==> src/qsed_pkg.sv <==
// Package for the quoted string escape decoder: widths, character codes,
// mode and result-kind enums, the shared structs and the digit helpers.
// No dependencies; every other file in src/ refers to it by scoped names.
`timescale 1ns / 1ps

package qsed_pkg;

   localparam int CH_W    = 8;
   localparam int KIND_W  = 3;
   localparam int MODE_W  = 3;
   localparam int VALUE_W = 9;

   // Character codes used by the decoder
   localparam logic [CH_W-1:0] CHR_QUOTE  = 8'h27;
   localparam logic [CH_W-1:0] CHR_DQUOTE = 8'h22;
   localparam logic [CH_W-1:0] CHR_BSLASH = 8'h5C;
   localparam logic [CH_W-1:0] CHR_BTICK  = 8'h60;
   localparam logic [CH_W-1:0] CHR_AMP    = 8'h26;
   localparam logic [CH_W-1:0] CHR_0      = 8'h30;
   localparam logic [CH_W-1:0] CHR_7      = 8'h37;
   localparam logic [CH_W-1:0] CHR_9      = 8'h39;
   localparam logic [CH_W-1:0] CHR_LC_A   = 8'h61;
   localparam logic [CH_W-1:0] CHR_LC_B   = 8'h62;
   localparam logic [CH_W-1:0] CHR_LC_F   = 8'h66;
   localparam logic [CH_W-1:0] CHR_LC_N   = 8'h6E;
   localparam logic [CH_W-1:0] CHR_LC_R   = 8'h72;
   localparam logic [CH_W-1:0] CHR_LC_T   = 8'h74;
   localparam logic [CH_W-1:0] CHR_LC_V   = 8'h76;
   localparam logic [CH_W-1:0] CHR_LC_X   = 8'h78;
   localparam logic [CH_W-1:0] CHR_UC_A   = 8'h41;
   localparam logic [CH_W-1:0] CHR_UC_F   = 8'h46;

   // Control codes produced by the letter escapes
   localparam logic [CH_W-1:0] CODE_BEL = 8'd7;
   localparam logic [CH_W-1:0] CODE_BS  = 8'd8;
   localparam logic [CH_W-1:0] CODE_HT  = 8'd9;
   localparam logic [CH_W-1:0] CODE_LF  = 8'd10;
   localparam logic [CH_W-1:0] CODE_VT  = 8'd11;
   localparam logic [CH_W-1:0] CODE_FF  = 8'd12;
   localparam logic [CH_W-1:0] CODE_CR  = 8'd13;

   typedef enum logic [MODE_W-1:0] {
      MODE_PLAIN = 3'd0,
      MODE_ESC   = 3'd1,
      MODE_HEX1  = 3'd2,
      MODE_HEX2  = 3'd3,
      MODE_OCT2  = 3'd4,
      MODE_OCT3  = 3'd5
   } mode_type;

   typedef enum logic [KIND_W-1:0] {
      KIND_BYTE   = 3'd0,
      KIND_END    = 3'd1,
      KIND_EOF    = 3'd2,
      KIND_BADHEX = 3'd3,
      KIND_BADOCT = 3'd4,
      KIND_BADESC = 3'd5
   } kind_type;

   // Request held in the input register
   typedef struct packed {
      logic            valid;
      logic [CH_W-1:0] ch;
      logic            at_end;
   } item_type;

   // Decoder state carried between requests
   typedef struct packed {
      mode_type           mode;
      logic [VALUE_W-1:0] digit_value;
      logic               digit_bad;
   } state_type;

   // One decoded result, valid marks that the request produced one
   typedef struct packed {
      logic            valid;
      kind_type        kind;
      logic [CH_W-1:0] data;
   } result_type;

   localparam state_type STATE_RESET = '{mode: MODE_PLAIN, digit_value: '0, digit_bad: 1'b0};

   // Hex digit value; bit 4 set means not a hex digit
   function automatic logic [4:0] hex_digit(input logic [CH_W-1:0] c);
      logic [4:0] d;
      if (c inside {[CHR_0:CHR_9]}) begin
         d = {1'b0, c[3:0]};
      end else if (c inside {[CHR_LC_A:CHR_LC_F], [CHR_UC_A:CHR_UC_F]}) begin
         d = {1'b0, c[3:0] + 4'd9};
      end else begin
         d = 5'd16;
      end
      return d;
   endfunction

   function automatic logic is_oct_digit(input logic [CH_W-1:0] c);
      return c inside {[CHR_0:CHR_7]};
   endfunction

endpackage

==> src/qsed_if.sv <==
// Channel interfaces for the quoted string escape decoder: request and
// response, each with valid/ready and its payload. Depends on qsed_pkg.
`timescale 1ns / 1ps

interface qsed_req_if;
   logic                       valid;
   logic                       ready;
   logic [qsed_pkg::CH_W-1:0]  ch;
   logic                       at_end;
   modport source (output valid, ch, at_end, input ready);
   modport sink   (input valid, ch, at_end, output ready);
endinterface

interface qsed_rsp_if;
   logic                        valid;
   logic                        ready;
   logic [qsed_pkg::KIND_W-1:0] kind;
   logic [qsed_pkg::CH_W-1:0]   data;
   modport source (output valid, kind, data, input ready);
   modport sink   (input valid, kind, data, output ready);
endinterface

==> src/qsed_in_reg.sv <==
// Input register of the decoder: captures one request per cycle and holds it
// until the decode stage takes it. Depends on qsed_pkg and qsed_req_if.
`timescale 1ns / 1ps

module qsed_in_reg (
   input  logic                clock,
   input  logic                reset,
   qsed_req_if.sink            req_chan,
   input  logic                take,
   output qsed_pkg::item_type  item
);

   qsed_pkg::item_type item_ff, item_in;

   // Free when empty or when the held request moves on this cycle
   assign req_chan.ready = !item_ff.valid || take;

   always_comb begin
      item_in = item_ff;
      if (req_chan.valid && req_chan.ready) begin
         item_in.valid  = 1'b1;
         item_in.ch     = req_chan.ch;
         item_in.at_end = req_chan.at_end;
      end else if (take) begin
         item_in.valid = 1'b0;
      end
   end

   always_ff @(posedge clock) begin
      if (reset) begin
         item_ff.valid <= 1'b0;
      end else begin
         item_ff.valid <= item_in.valid;
      end
      item_ff.ch     <= item_in.ch;
      item_ff.at_end <= item_in.at_end;
   end

   assign item = item_ff;

endmodule

==> src/qsed_step.sv <==
// Decode step: from the held character and the current state, works out the
// next state and the result, if any. Pure logic. Depends on qsed_pkg.
`timescale 1ns / 1ps

module qsed_step (
   input  qsed_pkg::item_type   item,
   input  qsed_pkg::state_type  state,
   output qsed_pkg::state_type  state_next,
   output qsed_pkg::result_type result
);

   logic [4:0]                      hex_d;
   logic                            hex_ok;
   logic                            oct_ok;
   logic [qsed_pkg::VALUE_W-1:0]    hex_value;
   logic [qsed_pkg::VALUE_W-1:0]    oct_value;
   logic                            hex_bad;
   logic                            oct_bad;
   logic                            hex_reject;
   logic                            oct_reject;
   logic [qsed_pkg::VALUE_W-1:0]    first_oct;

   // Digit collection; a bad digit leaves the value as it was
   assign hex_d      = qsed_pkg::hex_digit(item.ch);
   assign hex_ok     = !hex_d[4];
   assign oct_ok     = qsed_pkg::is_oct_digit(item.ch);
   assign hex_value  = hex_ok ? {state.digit_value[4:0], hex_d[3:0]} : state.digit_value;
   assign oct_value  = oct_ok ? {state.digit_value[5:0], item.ch[2:0]} : state.digit_value;
   assign hex_bad    = state.digit_bad || !hex_ok;
   assign oct_bad    = state.digit_bad || !oct_ok;
   assign first_oct  = {{(qsed_pkg::VALUE_W-3){1'b0}}, item.ch[2:0]};

   // Final check: no bad digit, nonzero, fits a byte
   assign hex_reject = hex_bad || (hex_value == '0) || hex_value[qsed_pkg::VALUE_W-1];
   assign oct_reject = oct_bad || (oct_value == '0) || oct_value[qsed_pkg::VALUE_W-1];

   // Next state
   always_comb begin
      state_next = state;
      if (item.at_end) begin
         state_next = qsed_pkg::STATE_RESET;
      end else begin
         case (state.mode)
            qsed_pkg::MODE_ESC: begin
               state_next.mode = qsed_pkg::MODE_PLAIN;
               if (item.ch == qsed_pkg::CHR_LC_X) begin
                  state_next.mode        = qsed_pkg::MODE_HEX1;
                  state_next.digit_value = '0;
                  state_next.digit_bad   = 1'b0;
               end else if (oct_ok) begin
                  state_next.mode        = qsed_pkg::MODE_OCT2;
                  state_next.digit_value = first_oct;
                  state_next.digit_bad   = 1'b0;
               end
            end
            qsed_pkg::MODE_HEX1: begin
               state_next.mode        = qsed_pkg::MODE_HEX2;
               state_next.digit_value = hex_value;
               state_next.digit_bad   = hex_bad;
            end
            qsed_pkg::MODE_OCT2: begin
               state_next.mode        = qsed_pkg::MODE_OCT3;
               state_next.digit_value = oct_value;
               state_next.digit_bad   = oct_bad;
            end
            qsed_pkg::MODE_HEX2, qsed_pkg::MODE_OCT3: begin
               state_next = qsed_pkg::STATE_RESET;
            end
            default: begin
               state_next.mode = (item.ch == qsed_pkg::CHR_BSLASH) ?
                                 qsed_pkg::MODE_ESC : qsed_pkg::MODE_PLAIN;
            end
         endcase
      end
   end

   // Result
   always_comb begin
      result.valid = 1'b0;
      result.kind  = qsed_pkg::KIND_BYTE;
      result.data  = '0;
      if (item.at_end) begin
         result.valid = 1'b1;
         result.kind  = qsed_pkg::KIND_EOF;
      end else begin
         case (state.mode)
            qsed_pkg::MODE_ESC: begin
               result.valid = 1'b1;
               case (item.ch)
                  qsed_pkg::CHR_LC_A: result.data = qsed_pkg::CODE_BEL;
                  qsed_pkg::CHR_LC_B: result.data = qsed_pkg::CODE_BS;
                  qsed_pkg::CHR_LC_F: result.data = qsed_pkg::CODE_FF;
                  qsed_pkg::CHR_LC_N: result.data = qsed_pkg::CODE_LF;
                  qsed_pkg::CHR_LC_R: result.data = qsed_pkg::CODE_CR;
                  qsed_pkg::CHR_LC_T: result.data = qsed_pkg::CODE_HT;
                  qsed_pkg::CHR_LC_V: result.data = qsed_pkg::CODE_VT;
                  qsed_pkg::CHR_BSLASH, qsed_pkg::CHR_BTICK, qsed_pkg::CHR_DQUOTE,
                  qsed_pkg::CHR_QUOTE, qsed_pkg::CHR_AMP: begin
                     result.data = item.ch;
                  end
                  qsed_pkg::CHR_LC_X: result.valid = 1'b0;
                  default: begin
                     if (oct_ok) begin
                        result.valid = 1'b0;
                     end else begin
                        result.kind = qsed_pkg::KIND_BADESC;
                     end
                  end
               endcase
            end
            qsed_pkg::MODE_HEX1, qsed_pkg::MODE_OCT2: begin
               result.valid = 1'b0;
            end
            qsed_pkg::MODE_HEX2: begin
               result.valid = 1'b1;
               if (hex_reject) begin
                  result.kind = qsed_pkg::KIND_BADHEX;
               end else begin
                  result.data = hex_value[qsed_pkg::CH_W-1:0];
               end
            end
            qsed_pkg::MODE_OCT3: begin
               result.valid = 1'b1;
               if (oct_reject) begin
                  result.kind = qsed_pkg::KIND_BADOCT;
               end else begin
                  result.data = oct_value[qsed_pkg::CH_W-1:0];
               end
            end
            default: begin
               if (item.ch == qsed_pkg::CHR_QUOTE) begin
                  result.valid = 1'b1;
                  result.kind  = qsed_pkg::KIND_END;
               end else if (item.ch != qsed_pkg::CHR_BSLASH) begin
                  result.valid = 1'b1;
                  result.data  = item.ch;
               end
            end
         endcase
      end
   end

endmodule

==> src/qsed_out_reg.sv <==
// Result register of the decoder: holds one decoded result until the
// response side takes it. Depends on qsed_pkg and qsed_rsp_if.
`timescale 1ns / 1ps

module qsed_out_reg (
   input  logic                 clock,
   input  logic                 reset,
   input  logic                 load,
   input  qsed_pkg::result_type result,
   output logic                 free,
   qsed_rsp_if.source           rsp_chan
);

   qsed_pkg::result_type out_ff, out_in;

   // Room for a new result when empty or when the held one leaves now
   assign free = !out_ff.valid || rsp_chan.ready;

   always_comb begin
      out_in = out_ff;
      if (load) begin
         out_in = result;
      end else if (rsp_chan.ready) begin
         out_in.valid = 1'b0;
      end
   end

   always_ff @(posedge clock) begin
      if (reset) begin
         out_ff.valid <= 1'b0;
      end else begin
         out_ff.valid <= out_in.valid;
      end
      out_ff.kind <= out_in.kind;
      out_ff.data <= out_in.data;
   end

   assign rsp_chan.valid = out_ff.valid;
   assign rsp_chan.kind  = out_ff.kind;
   assign rsp_chan.data  = out_ff.data;

endmodule

==> src/quoted_string_escape_decoder.sv <==
// Quoted string escape decoder, top level.
// Path: an accepted request goes into the input register; it is decoded
// into the result register, which drives rsp_chan, once that has room.
// Throughput: one request per cycle, limited only by the response side.
// Reset (synchronous, active high) empties both registers and puts the
// decoder back into plain character mode with cleared digit state.
`timescale 1ns / 1ps

module quoted_string_escape_decoder (
   input  logic       clock,
   input  logic       reset,
   qsed_req_if.sink   req_chan,
   qsed_rsp_if.source rsp_chan
);

   qsed_pkg::item_type   item;
   qsed_pkg::state_type  state_ff, state_in;
   qsed_pkg::state_type  state_next;
   qsed_pkg::result_type result;
   logic                 out_free;
   logic                 advance;

   // Held request is decoded once the result register has room
   assign advance = item.valid && out_free;

   qsed_in_reg u_in_reg (
      .clock    (clock),
      .reset    (reset),
      .req_chan (req_chan),
      .take     (advance),
      .item     (item)
   );

   qsed_step u_step (
      .item       (item),
      .state      (state_ff),
      .state_next (state_next),
      .result     (result)
   );

   // Decoder state moves only with a decoded request
   assign state_in = advance ? state_next : state_ff;

   always_ff @(posedge clock) begin
      if (reset) begin
         state_ff <= qsed_pkg::STATE_RESET;
      end else begin
         state_ff <= state_in;
      end
   end

   qsed_out_reg u_out_reg (
      .clock    (clock),
      .reset    (reset),
      .load     (advance && result.valid),
      .result   (result),
      .free     (out_free),
      .rsp_chan (rsp_chan)
   );

endmodule
==> src/flat_wrapper.sv <==
// flat-port wrapper written by rule: the top's interface ports become plain ports
module quoted_string_escape_decoder_flat 
  (clock, reset, req_chan_valid, req_chan_ch, req_chan_at_end, req_chan_ready, rsp_chan_valid, rsp_chan_kind, rsp_chan_data, rsp_chan_ready);
  qsed_req_if req_chan_i ();
  qsed_rsp_if rsp_chan_i ();
  input  logic clock;
  input  logic reset;
  input wire logic [$bits(req_chan_i.valid)-1:0] req_chan_valid;
  input wire logic [$bits(req_chan_i.ch)-1:0] req_chan_ch;
  input wire logic [$bits(req_chan_i.at_end)-1:0] req_chan_at_end;
  output wire logic [$bits(req_chan_i.ready)-1:0] req_chan_ready;
  output wire logic [$bits(rsp_chan_i.valid)-1:0] rsp_chan_valid;
  output wire logic [$bits(rsp_chan_i.kind)-1:0] rsp_chan_kind;
  output wire logic [$bits(rsp_chan_i.data)-1:0] rsp_chan_data;
  input wire logic [$bits(rsp_chan_i.ready)-1:0] rsp_chan_ready;
  assign req_chan_i.valid = req_chan_valid;
  assign req_chan_i.ch = req_chan_ch;
  assign req_chan_i.at_end = req_chan_at_end;
  assign req_chan_ready = req_chan_i.ready;
  assign rsp_chan_valid = rsp_chan_i.valid;
  assign rsp_chan_kind = rsp_chan_i.kind;
  assign rsp_chan_data = rsp_chan_i.data;
  assign rsp_chan_i.ready = rsp_chan_ready;
  quoted_string_escape_decoder u_core (.clock(clock), .reset(reset), .req_chan(req_chan_i), .rsp_chan(rsp_chan_i));
endmodule
==> config.mk <==
export PLATFORM = sky130hd
export DESIGN_NAME = quoted_string_escape_decoder_flat
export DESIGN_NICKNAME = d
export VERILOG_FILES = /design/src/qsed_pkg.sv /design/src/qsed_if.sv /design/src/qsed_in_reg.sv /design/src/qsed_step.sv /design/src/qsed_out_reg.sv /design/src/quoted_string_escape_decoder.sv /design/src/flat_wrapper.sv
export SDC_FILE = /design/constraint.sdc
export NUM_CORES = 1
export LEC_CHECK = 0
export BUFFER_PORTS_ARGS = -buffer_cell sky130_fd_sc_hd__buf_4
export CAP_MARGIN = 40
export CORE_MARGIN = 4
export CORE_UTILIZATION = 25
export CTS_CLUSTER_SIZE = 12
export DETAILED_ROUTE_END_ITERATION = 16
export GPL_ROUTABILITY_DRIVEN = 1
export GPL_TIMING_DRIVEN = 0
export SYNTH_ARGS = -nofsm -noshare
export SYNTH_HDL_FRONTEND = slang
export SYNTH_SLANG_ARGS = --single-unit
==> constraint.sdc <==
create_clock -name clock -period 7.31 [get_ports clock]
set_input_delay 0.731 -clock clock [delete_from_list [all_inputs] [get_ports clock]]
set_output_delay 0.731 -clock clock [all_outputs]
set_load 0.005 [all_outputs]
==> results of run 1 <==
==> layout make-up <==
type	count	area, um^2
plain buffers	19	110
clock buffers	5	68.8
clock inverters	3	17.5
fillers	1075	6840
inverters	14	52.6
multi-input cells	229	1510
flip-flops and latches	33	861
well taps	133	166
repair buffers	26	195
==> cell usage in the layout, fill, tap and decap left out, types with 5 or more instances in the layout <==
cell and count:
nand3_1 11, nor2_1 30, buf_4 28, clkbuf_1 7, nor3_1 14, inv_1 14
buf_2 7, o211ai_1 8, a21oi_1 24, nand2b_1 6, nand2_1 24, clkbuf_8 5
o221ai_1 5, dfxtp_1 13, edfxtp_1 20, nand4_1 6, o21ai_0 12
==> per-stage QoR <==
stage / utilization / instances / setup WS (ns)
6_report: 0.304 / 462 / 4.31
3_5_place_dp: 0.295 / 454 / 4.37
2_1_floorplan: - / 295 / 4.88
4_1_cts: 0.304 / 462 / 4.33
3_3_place_gp: 0.294 / 453 / 4.24
5_1_grt: 0.304 / 462 / 4.14
==> kinds of logic (layout without fill, tap and decap cells) <==
group	count (synthesis)	after routing
buf+inv	33	67
fa+ha+maj	4	4
xor+xnor	2	2
mux	6	6
simple gates	118	118
flops	33	33
compound gates	99	99
==> power groups by stage <==
stage               sequential [mW]  clock (mW)  combinational (mW)
detailed placement            0.214           0              0.0631
floorplan                     0.213           0              0.0398
global placement              0.214           0              0.0620
CTS                           0.210       0.146              0.0633
global route                  0.211       0.153              0.0700
finish                        0.210       0.145              0.0640
==> registers in the layout, summed over array words and instances (netlist names) <==
signal                           cells
u_core.u_out_reg.rsp_chan.valid      1
u_core.u_out_reg.rsp_chan.kind       3
u_core.u_in_reg.item                10
u_core.u_out_reg.rsp_chan.data       8
u_core.state_ff                     11
==> worst min-delay path: cells and delay by family, from the launching register on <==
family / cells / cell delay [ns]
AOI/OAI and AO/OA: 1 / 0.08
DFF: 1 / 0.35
and+or+nand+nor: 1 / 0.06
==> per-layer routing <==
| layer | part of all wire | routed length [um] | vias to the layer above |
|---|---|---|---|
| met2 | 0.46 | 3540 | 115 |
| met3 | 0.079 | 612 | 13 |
| met5 | 0 | 0 | - |
| li1 | - | - | 1195 |
| met4 | 0.023 | 176 | 0 |
| met1 | 0.44 | 3430 | 1218 |
==> how the worst max path moves through the flow <==
stage / start / end / slack (ns) / cells after the start
6_report: u_core.u_in_reg.item[1] / u_core.u_out_reg.rsp_chan.kind[1] / 4.31 / 9
5_1_grt: u_core.u_in_reg.item[1] / u_core.u_out_reg.rsp_chan.data[5] / 4.14 / 9
4_1_cts: u_core.u_in_reg.item[1] / u_core.u_out_reg.rsp_chan.data[5] / 4.33 / 10
3_5_place_dp: u_core.u_in_reg.item[1] / u_core.u_out_reg.rsp_chan.data[5] / 4.37 / 10
3_3_place_gp: u_core.u_in_reg.item[1] / u_core.u_out_reg.rsp_chan.kind[2] / 4.24 / 7
2_1_floorplan: u_core.u_in_reg.item[1] / u_core.u_out_reg.rsp_chan.data[5] / 4.88 / 10
==> flow_metrics.py, run 1 <==
metrics = {
    "timing": {
        "fin_tns_setup_ns": 0,
        "rsz0062_at_grt": "false",
        "fmax_ghz": 0.333,
        "slew_headroom": 0.608,
        "skew_ns": 0.0126,
        "hold_slack_ns": 0.537,
        "tightest_slew_ns": 0.586,
        "setup_viol": 0,
        "drv_slew": 0,
        "min_period_ns": 3.00,
        "hold_viol": 0,
        "fin_crit_sh": 0.411,
    },
    "clock_tree": {
        "htreeDepth": 2,
        "clkSlewWorstSetupHoldPaths_ns": 0.08,
        "root_buffer": "clkbuf_8",
        "cts-resized-gates": 0,
        "cts_buffers": 5,
        "cts_setup_buffers": 0,
        "cts.sinks": 33,
        "cts_tree": "done",
        "ctsHoldBuffers": 0,
        "cts_buffer_depth": 2,
        "insertion_delay_ns": 0.30,
    },
    "synthesis": {
        "yosys-mux-area-fraction": 0.0252,
        "synth-simple-area-share": 0.260,
        "syn_nets": 312,
        "ys_warn_count": 0,
        "postSynth.asyncResetShare": 0,
        "synth_common_cells": "nor2_1, a21oi_1, nand2_1",
        "synth_cell_type_count": 71,
        "yosysTopAreaCell": "edfxtp_1",
        "synth.most_common_cell": "nor2_1",
        "syn_area_per_cell_um2": 8.60,
        "yosys.area_share.adder": 0.0197,
        "synth-edff-count": 20,
        "synth-compound-area-share": 0.284,
        "synthesis.area_um2": 2540,
        "synth_xor_area_frac": 0.00691,
        "synth_ff_type": "edfxtp_1",
        "syn_inst": 295,
        "synth_seq_area_share": 0.339,
        "synth_top_family_by_area": "compound AO/OA/AOI/OAI gates",
        "netlist.area_leader.share": 0.237,
        "synth-seq-cells": 33,
        "ys_top_cells_by_area": "edfxtp_1, dfxtp_1, a21oi_1",
    },
    "place": {
        "dp.final_hpwl_um": 5830,
        "place_area_um2": 2900,
        "gp_congestion": 0.916,
        "portBuffers": 25,
    },
    "worst_setup_path": {
        "worst-path-max-fanout": 8,
        "r2r_end": "u_core.u_out_reg.rsp_chan.kind[1]",
        "worstReg2RegStart": "u_core.u_in_reg.item[1]",
        "endpoint_kind": "register",
        "cp.required_ns": 7.35,
        "startpoint_type": "register",
        "critPathArrivalTime_ns": 3.04,
        "slowest_delay_ns": 0.61,
        "cpLargestDelayFamily": "simple AND/OR/NAND/NOR gates",
        "crit_path_cell_trace": "inv_1 -> ha_1 -> or2b_1 -> o21ai_1 -> or3_1 -> buf_2 -> a32oi_1 -> nand2_1 -> a31o_2",
        "r2r_cells": 9,
        "crit_path_top_delay_cell": "edfxtp_1",
        "path_class": "register to register",
        "crit_buf_inv": 2,
        "r2r_setup_slack_ns": 4.31,
    },
    "global_routing": {
        "grt_util_met2": 0.218,
        "globalRouteMet1Util": 0.181,
        "grt_pass1_wl_um": 12600,
        "busiest_layer": "met2",
        "antenna_found_initial": 0,
        "grtUsageTotal": 0.136,
        "grt-ovfl-total": 0,
        "met3_usage": 0.0290,
        "grt_max_degree": 12,
        "grt_pass1_vias": 2395,
    },
    "detailed_routing": {
        "num_vias": 2541,
        "drtIter0Drc": 184,
        "ant_nets": 0,
        "wl_per_cell_um": 16.8,
        "drc_errors": 0,
        "drt-total-wl_um": 7760,
        "viasPerCell": 5.50,
        "dr.pass1.iters": 5,
    },
    "final_layout": {
        "drive_gt1_frac": 0.198,
        "insertedDiodeCount": 0,
        "area_growth_pct": 17.7,
        "nets": 345,
        "final_area_um2": 2980,
    },
    "floorplanning": {
        "die_x_um": 109,
        "initial_utilization": 0.258,
        "io_pins": 26,
        "dieArea_um2": 11800,
        "core_um2": 9820,
        "rows": 36,
        "die_y_um": 109,
    },
    "min_path": {
        "hp-start": "u_core.state_ff[3]",
        "min_to": "u_core.state_ff[6]",
        "hold_depth": 2,
        "hold_class": "register to register",
    },
    "power": {
        "vdd_drop_max_mv": 0.0614,
        "powerDensity_nw_per_um2": 140,
        "power_frac_comb": 0.153,
        "power.total_mw": 0.419,
        "intPower_mw": 0.297,
        "power_frac_seq": 0.501,
        "p_clk_frac": 0.346,
        "power_leakage_nw": 0.992,
        "power_switching_share": 0.291,
        "switching_power_mw": 0.122,
    },
    "run_status": {
        "status": "complete, no violations",
    },
    "job": {
        "cap_violations": 0,
    },
}
Power figures use the tool's default switching activity.
==> run 2: changes to the inputs <==
==> constraint.sdc (replaced) <==
create_clock -name clock -period 2.75 [get_ports clock]
set_input_delay 0.275 -clock clock [delete_from_list [all_inputs] [get_ports clock]]
set_output_delay 0.275 -clock clock [all_outputs]
set_load 0.005 [all_outputs]
==> flow_metrics.py, run 2 (synthesis results as in run 1) <==
metrics = {
    "power": {
        "power_frac_seq": 0.495,
        "switching_power_mw": 0.326,
        "power.total_mw": 1.12,
        "power_frac_comb": 0.161,
        "intPower_mw": 0.795,
        "vdd_drop_max_mv": 0.162,
        "powerDensity_nw_per_um2": 368,
        "power_leakage_nw": 1.01,
        "p_clk_frac": 0.343,
        "power_switching_share": 0.291,
    },
    "final_layout": {
        "drive_gt1_frac": 0.229,
        "area_growth_pct": 20.2,
        "nets": 348,
        "multiInputGateArea_um2": 1550,
        "largest_reg_flops": 11,
        "insertedDiodeCount": 0,
        "fin_util": 0.311,
        "top_register": "u_core.state_ff",
        "final_common_cell": "buf_4",
        "final_area_um2": 3050,
        "final-seq-area_um2": 861,
        "mostFrequentLayoutCells": "buf_4, nor2_1, nand2_1, a21oi_1, edfxtp_1",
        "fillCellCount": 1068,
    },
    "timing": {
        "setup_slack_ns": 0.128,
        "setup_viol": 0,
        "drv_slew": 0,
        "rsz0062_at_grt": "false",
        "fin_crit_sh": 0.953,
        "skew_ns": 0.0150,
        "fmax_ghz": 0.381,
        "hold_viol": 0,
        "slew_headroom": 0.607,
        "tightest_slew_ns": 0.587,
        "min_period_ns": 2.62,
        "fin_tns_setup_ns": 0,
    },
    "clock_tree": {
        "cts_tree": "done",
        "root_buffer": "clkbuf_8",
        "ctsHoldBuffers": 0,
        "cts_buffers": 5,
        "cts.sinks": 33,
        "insertion_delay_ns": 0.30,
        "clkSlewWorstSetupHoldPaths_ns": 0.08,
        "cts_buffer_depth": 2,
        "htreeDepth": 2,
    },
    "job": {
        "cap_violations": 0,
    },
    "detailed_routing": {
        "ant_nets": 0,
        "wl_per_cell_um": 16.8,
        "drc_errors": 0,
        "dr.pass1.iters": 6,
        "viasPerCell": 5.54,
        "drt-total-wl_um": 7820,
        "drtIter0Drc": 214,
        "num_vias": 2578,
    },
    "place": {
        "gp_congestion": 0.916,
        "portBuffers": 25,
        "dp.final_hpwl_um": 5830,
        "place_area_um2": 2900,
        "pre_cts_ws_ns": -0.194,
    },
    "min_path": {
        "hold_depth": 1,
        "min_to": "u_core.u_in_reg.item[7]",
        "hp-start": "req_chan_ch[6]",
        "hold_class": "input pin to register",
    },
    "global_routing": {
        "grt_pass1_vias": 2405,
        "antenna_found_initial": 0,
        "grtUsageTotal": 0.136,
        "grt-ovfl-total": 0,
        "grt_pass1_wl_um": 12600,
        "grt_max_degree": 12,
    },
    "worst_setup_path": {
        "startpoint_type": "register",
        "r2r_setup_slack_ns": 0.13,
        "critPathArrivalTime_ns": 2.65,
        "endpoint_kind": "register",
        "r2r_cells": 11,
        "cp.required_ns": 2.78,
        "path_class": "register to register",
        "worst-path-max-fanout": 9,
        "worstReg2RegStart": "u_core.u_in_reg.item[2]",
        "r2r_end": "u_core.u_out_reg.rsp_chan.data[5]",
    },
    "floorplanning": {
        "core_um2": 9820,
        "die_x_um": 109,
        "initial_utilization": 0.258,
        "rows": 36,
        "die_y_um": 109,
        "io_pins": 26,
        "dieArea_um2": 11800,
    },
    "run_status": {
        "status": "complete, no violations",
    },
}
run 2: area by class of cell:
| type | instances | share of cell area |
|---|---|---|
| multi-input cells | 229 | 0.509 |
| flip-flops and latches | 33 | 0.282 |
| repair buffers | 29 | 0.0714 |
| well taps | 133 | 0.0546 |
| plain buffers | 19 | 0.0369 |
| clock buffers | 5 | 0.0226 |
| inverters | 14 | 0.0172 |
| clock inverters | 3 | 0.00574 |
run 2: worst max-delay path: stages (launching register included):
cell and delay [ns]:
edfxtp_1 0.39, buf_4 0.19, inv_2 0.08, ha_4 0.18, or2b_4 0.22, o21ai_1 0.05, or3_1 0.40, buf_2 0.18
and2_4 0.16, buf_6 0.13, a21oi_1 0.23, o221ai_2 0.15
run 2: worst max-delay path by stage:
stage / startpoint / to
after floorplan: u_core.u_in_reg.item[1] / u_core.u_out_reg.rsp_chan.data[5]
final: u_core.u_in_reg.item[2] / u_core.u_out_reg.rsp_chan.data[5]
after CTS: u_core.u_in_reg.item[2] / u_core.u_out_reg.rsp_chan.data[5]
after detailed placement: u_core.u_in_reg.item[1] / u_core.u_out_reg.rsp_chan.data[5]
after global routing: u_core.u_in_reg.item[2] / u_core.u_out_reg.rsp_chan.data[4]
after global placement: u_core.u_in_reg.item[1] / u_core.u_out_reg.rsp_chan.kind[2]
run 2: routing by layer:
metal  track usage  wire length (um)  vias up
met5             0                 0        -
met4        0.0451               157        0
met3        0.0296               584       11
met2         0.218              3540      104
met1         0.182              3540     1257
li1              -                 -     1206
run 2: repair_timing:
| action | CTS | global route |
|---|---|---|
| gates resized for setup | 1 | 10 |
| endpoints found under the setup margin | 26 | 24 |
| setup buffers | 1 | 2 |
| pin swaps | 0 | 2 |
run 2: stage by stage:
step	instances	hold slack (ns)
floorplan	295	0.374
global placement	453	0.454
detailed placement	454	0.454
CTS	463	0.148
global route	465	0.144
finish	465	0.147
run 2: power by group through the flow:
stage                     clock (mW)  sequential (mW)  combinational [mW]
after floorplan                    0            0.566               0.106
after global placement             0            0.569               0.165
after detailed placement           0            0.569               0.168
after CTS                      0.389            0.556               0.173
after global routing           0.406            0.558               0.197
final                          0.385            0.556               0.181
==> run 3: changes to the inputs <==
--- a/config.mk
+++ b/config.mk
@@ -5,7 +5,7 @@
 export SDC_FILE = /design/constraint.sdc
 export NUM_CORES = 1
 export LEC_CHECK = 0
-export BUFFER_PORTS_ARGS = -buffer_cell sky130_fd_sc_hd__buf_4
+export BUFFER_PORTS_ARGS = -buffer_cell sky130_fd_sc_hd__clkbuf_2
 export CAP_MARGIN = 40
 export CORE_MARGIN = 4
 export CORE_UTILIZATION = 25
==> flow_metrics.py, run 3 (synthesis results as in run 1) <==
metrics = {
    "detailed_routing": {
        "ant_nets": 0,
        "viasPerCell": 5.51,
        "dr.pass1.iters": 5,
        "wl_per_cell_um": 16.7,
        "drt-total-wl_um": 7830,
        "drtIter0Drc": 196,
        "drc_errors": 0,
        "num_vias": 2583,
    },
    "timing": {
        "hold_slack_ns": 0.148,
        "setup_slack_ns": 0.0931,
        "skew_ns": 0.0127,
        "hold_viol": 0,
        "fin_crit_sh": 0.966,
        "tightest_slew_ns": 0.590,
        "drv_slew": 0,
        "fin_tns_setup_ns": 0,
        "min_period_ns": 2.66,
        "setup_viol": 0,
        "fmax_ghz": 0.376,
        "slew_headroom": 0.605,
    },
    "worst_setup_path": {
        "r2r_end": "u_core.u_out_reg.rsp_chan.kind[1]",
        "worstReg2RegStart": "u_core.u_in_reg.item[2]",
        "r2r_setup_slack_ns": 0.09,
        "cp.required_ns": 2.79,
        "slowest_delay_ns": 0.42,
        "worst-path-max-fanout": 8,
        "endpoint_kind": "register",
        "crit_path_top_delay_cell": "edfxtp_1",
        "r2r_cells": 9,
        "path_class": "register to register",
        "critPathArrivalTime_ns": 2.70,
        "crit_path_cell_trace": "buf_4 -> inv_1 -> ha_2 -> o21bai_1 -> a21oi_2 -> mux2_2 -> a32oi_4 -> nand2_1 -> a31o_2",
        "startpoint_type": "register",
    },
    "floorplanning": {
        "dieArea_um2": 11800,
        "die_y_um": 109,
        "io_pins": 26,
        "core_um2": 9820,
        "rows": 36,
        "die_x_um": 109,
        "initial_utilization": 0.258,
    },
    "power": {
        "powerDensity_nw_per_um2": 363,
        "power_leakage_nw": 1.02,
        "vdd_drop_max_mv": 0.153,
    },
    "clock_tree": {
        "cts_tree": "done",
        "cts_buffers": 5,
        "root_buffer": "clkbuf_8",
        "htreeDepth": 2,
        "cts.sinks": 33,
        "ctsHoldBuffers": 0,
        "insertion_delay_ns": 0.29,
        "clkSlewWorstSetupHoldPaths_ns": 0.08,
        "cts_buffer_depth": 2,
    },
    "job": {
        "cap_violations": 0,
    },
    "min_path": {
        "min_to": "u_core.u_in_reg.item[7]",
        "hold_class": "input pin to register",
        "hold_depth": 1,
        "hp-start": "req_chan_ch[6]",
    },
    "place": {
        "gp_congestion": 0.902,
        "dp.final_hpwl_um": 5890,
        "post-place-cells": 454,
        "pre_cts_ws_ns": -0.195,
        "portBuffers": 25,
    },
    "final_layout": {
        "top_register": "u_core.state_ff",
        "fin_util": 0.310,
        "insertedDiodeCount": 0,
        "fillCellCount": 1101,
        "nets": 352,
        "largest_reg_flops": 11,
        "fin_cells": 469,
        "mostFrequentLayoutCells": "nor2_1, clkbuf_2, nand2_1",
        "final_common_cell": "nor2_1",
        "drive_gt1_frac": 0.244,
        "area_growth_pct": 19.9,
    },
    "global_routing": {
        "grt_pass1_vias": 2339,
        "grtUsageTotal": 0.137,
        "grt_max_degree": 12,
        "grt-ovfl-total": 0,
        "antenna_found_initial": 0,
        "grt_pass1_wl_um": 12600,
    },
    "run_status": {
        "status": "complete, no violations",
    },
}
[run 3: critical path, delay by kind of cell (launching register included)]
kind                     cells  cell delay [ns]
AND/OR/NAND/NOR              1             0.14
buffers and inverters        2             0.31
multiplexers                 1             0.38
AO/OA/AOI/OAI                4             0.92
flip-flops                   1             0.42
adder cells (fa/ha/maj)      1             0.24
[run 3: repair_timing]
action,in CTS,in global routing
pin swaps,0,3
setup endpoints to repair,24,23
resized for setup,1,12
setup buffers,1,6
[run 3: layer usage]
layer,vias up,global-route usage,part of all wire
met5,-,0,0
met4,0,0.0649,0.037
met3,26,0.0314,0.085
met2,135,0.203,0.44
met1,1209,0.187,0.44
li1,1213,-,-
[run 3: how the worst max path moves through the flow]
stage	from	to	slack [ns]	depth (start not counted)
CTS	u_core.u_in_reg.item[2]	u_core.u_out_reg.rsp_chan.kind[0]	0.04	9
finish	u_core.u_in_reg.item[2]	u_core.u_out_reg.rsp_chan.kind[1]	0.09	9
floorplan	u_core.u_in_reg.item[1]	u_core.u_out_reg.rsp_chan.data[5]	0.32	10
global placement	u_core.u_in_reg.item[1]	u_core.u_out_reg.rsp_chan.data[4]	-0.33	7
detailed placement	u_core.u_in_reg.item[1]	u_core.u_out_reg.rsp_chan.data[5]	-0.20	10
global route	u_core.u_in_reg.item[2]	u_core.u_out_reg.rsp_chan.kind[1]	-0.02	9
[run 3: cell type report]
cell class                      instances  area (um^2)  share of cell area
Multi-Input combinational cell        229         1580               0.519
Sequential cell                        33          861               0.283
Timing Repair Buffer                   33          185              0.0609
Tap cell                              133          166              0.0547
Buffer                                 19          113              0.0370
Clock buffer                            5         68.8              0.0226
Inverter                               14         52.6              0.0173
Clock inverter                          3         17.5             0.00576
[run 3: report_power, final]
group / internal, mW / leakage (nW) / switching (mW)
registers: 0.544 / 0.298 / 0.0113
logic: 0.0671 / 0.677 / 0.108
clock network: 0.175 / 0.0439 / 0.199
[run 3: metrics by stage]
step                power, mW  area [um^2]
floorplan               0.672         2540
global placement        0.725         2830
detailed placement      0.728         2840
CTS                      1.10         2930
global route             1.15         3040
finish                   1.10         3040
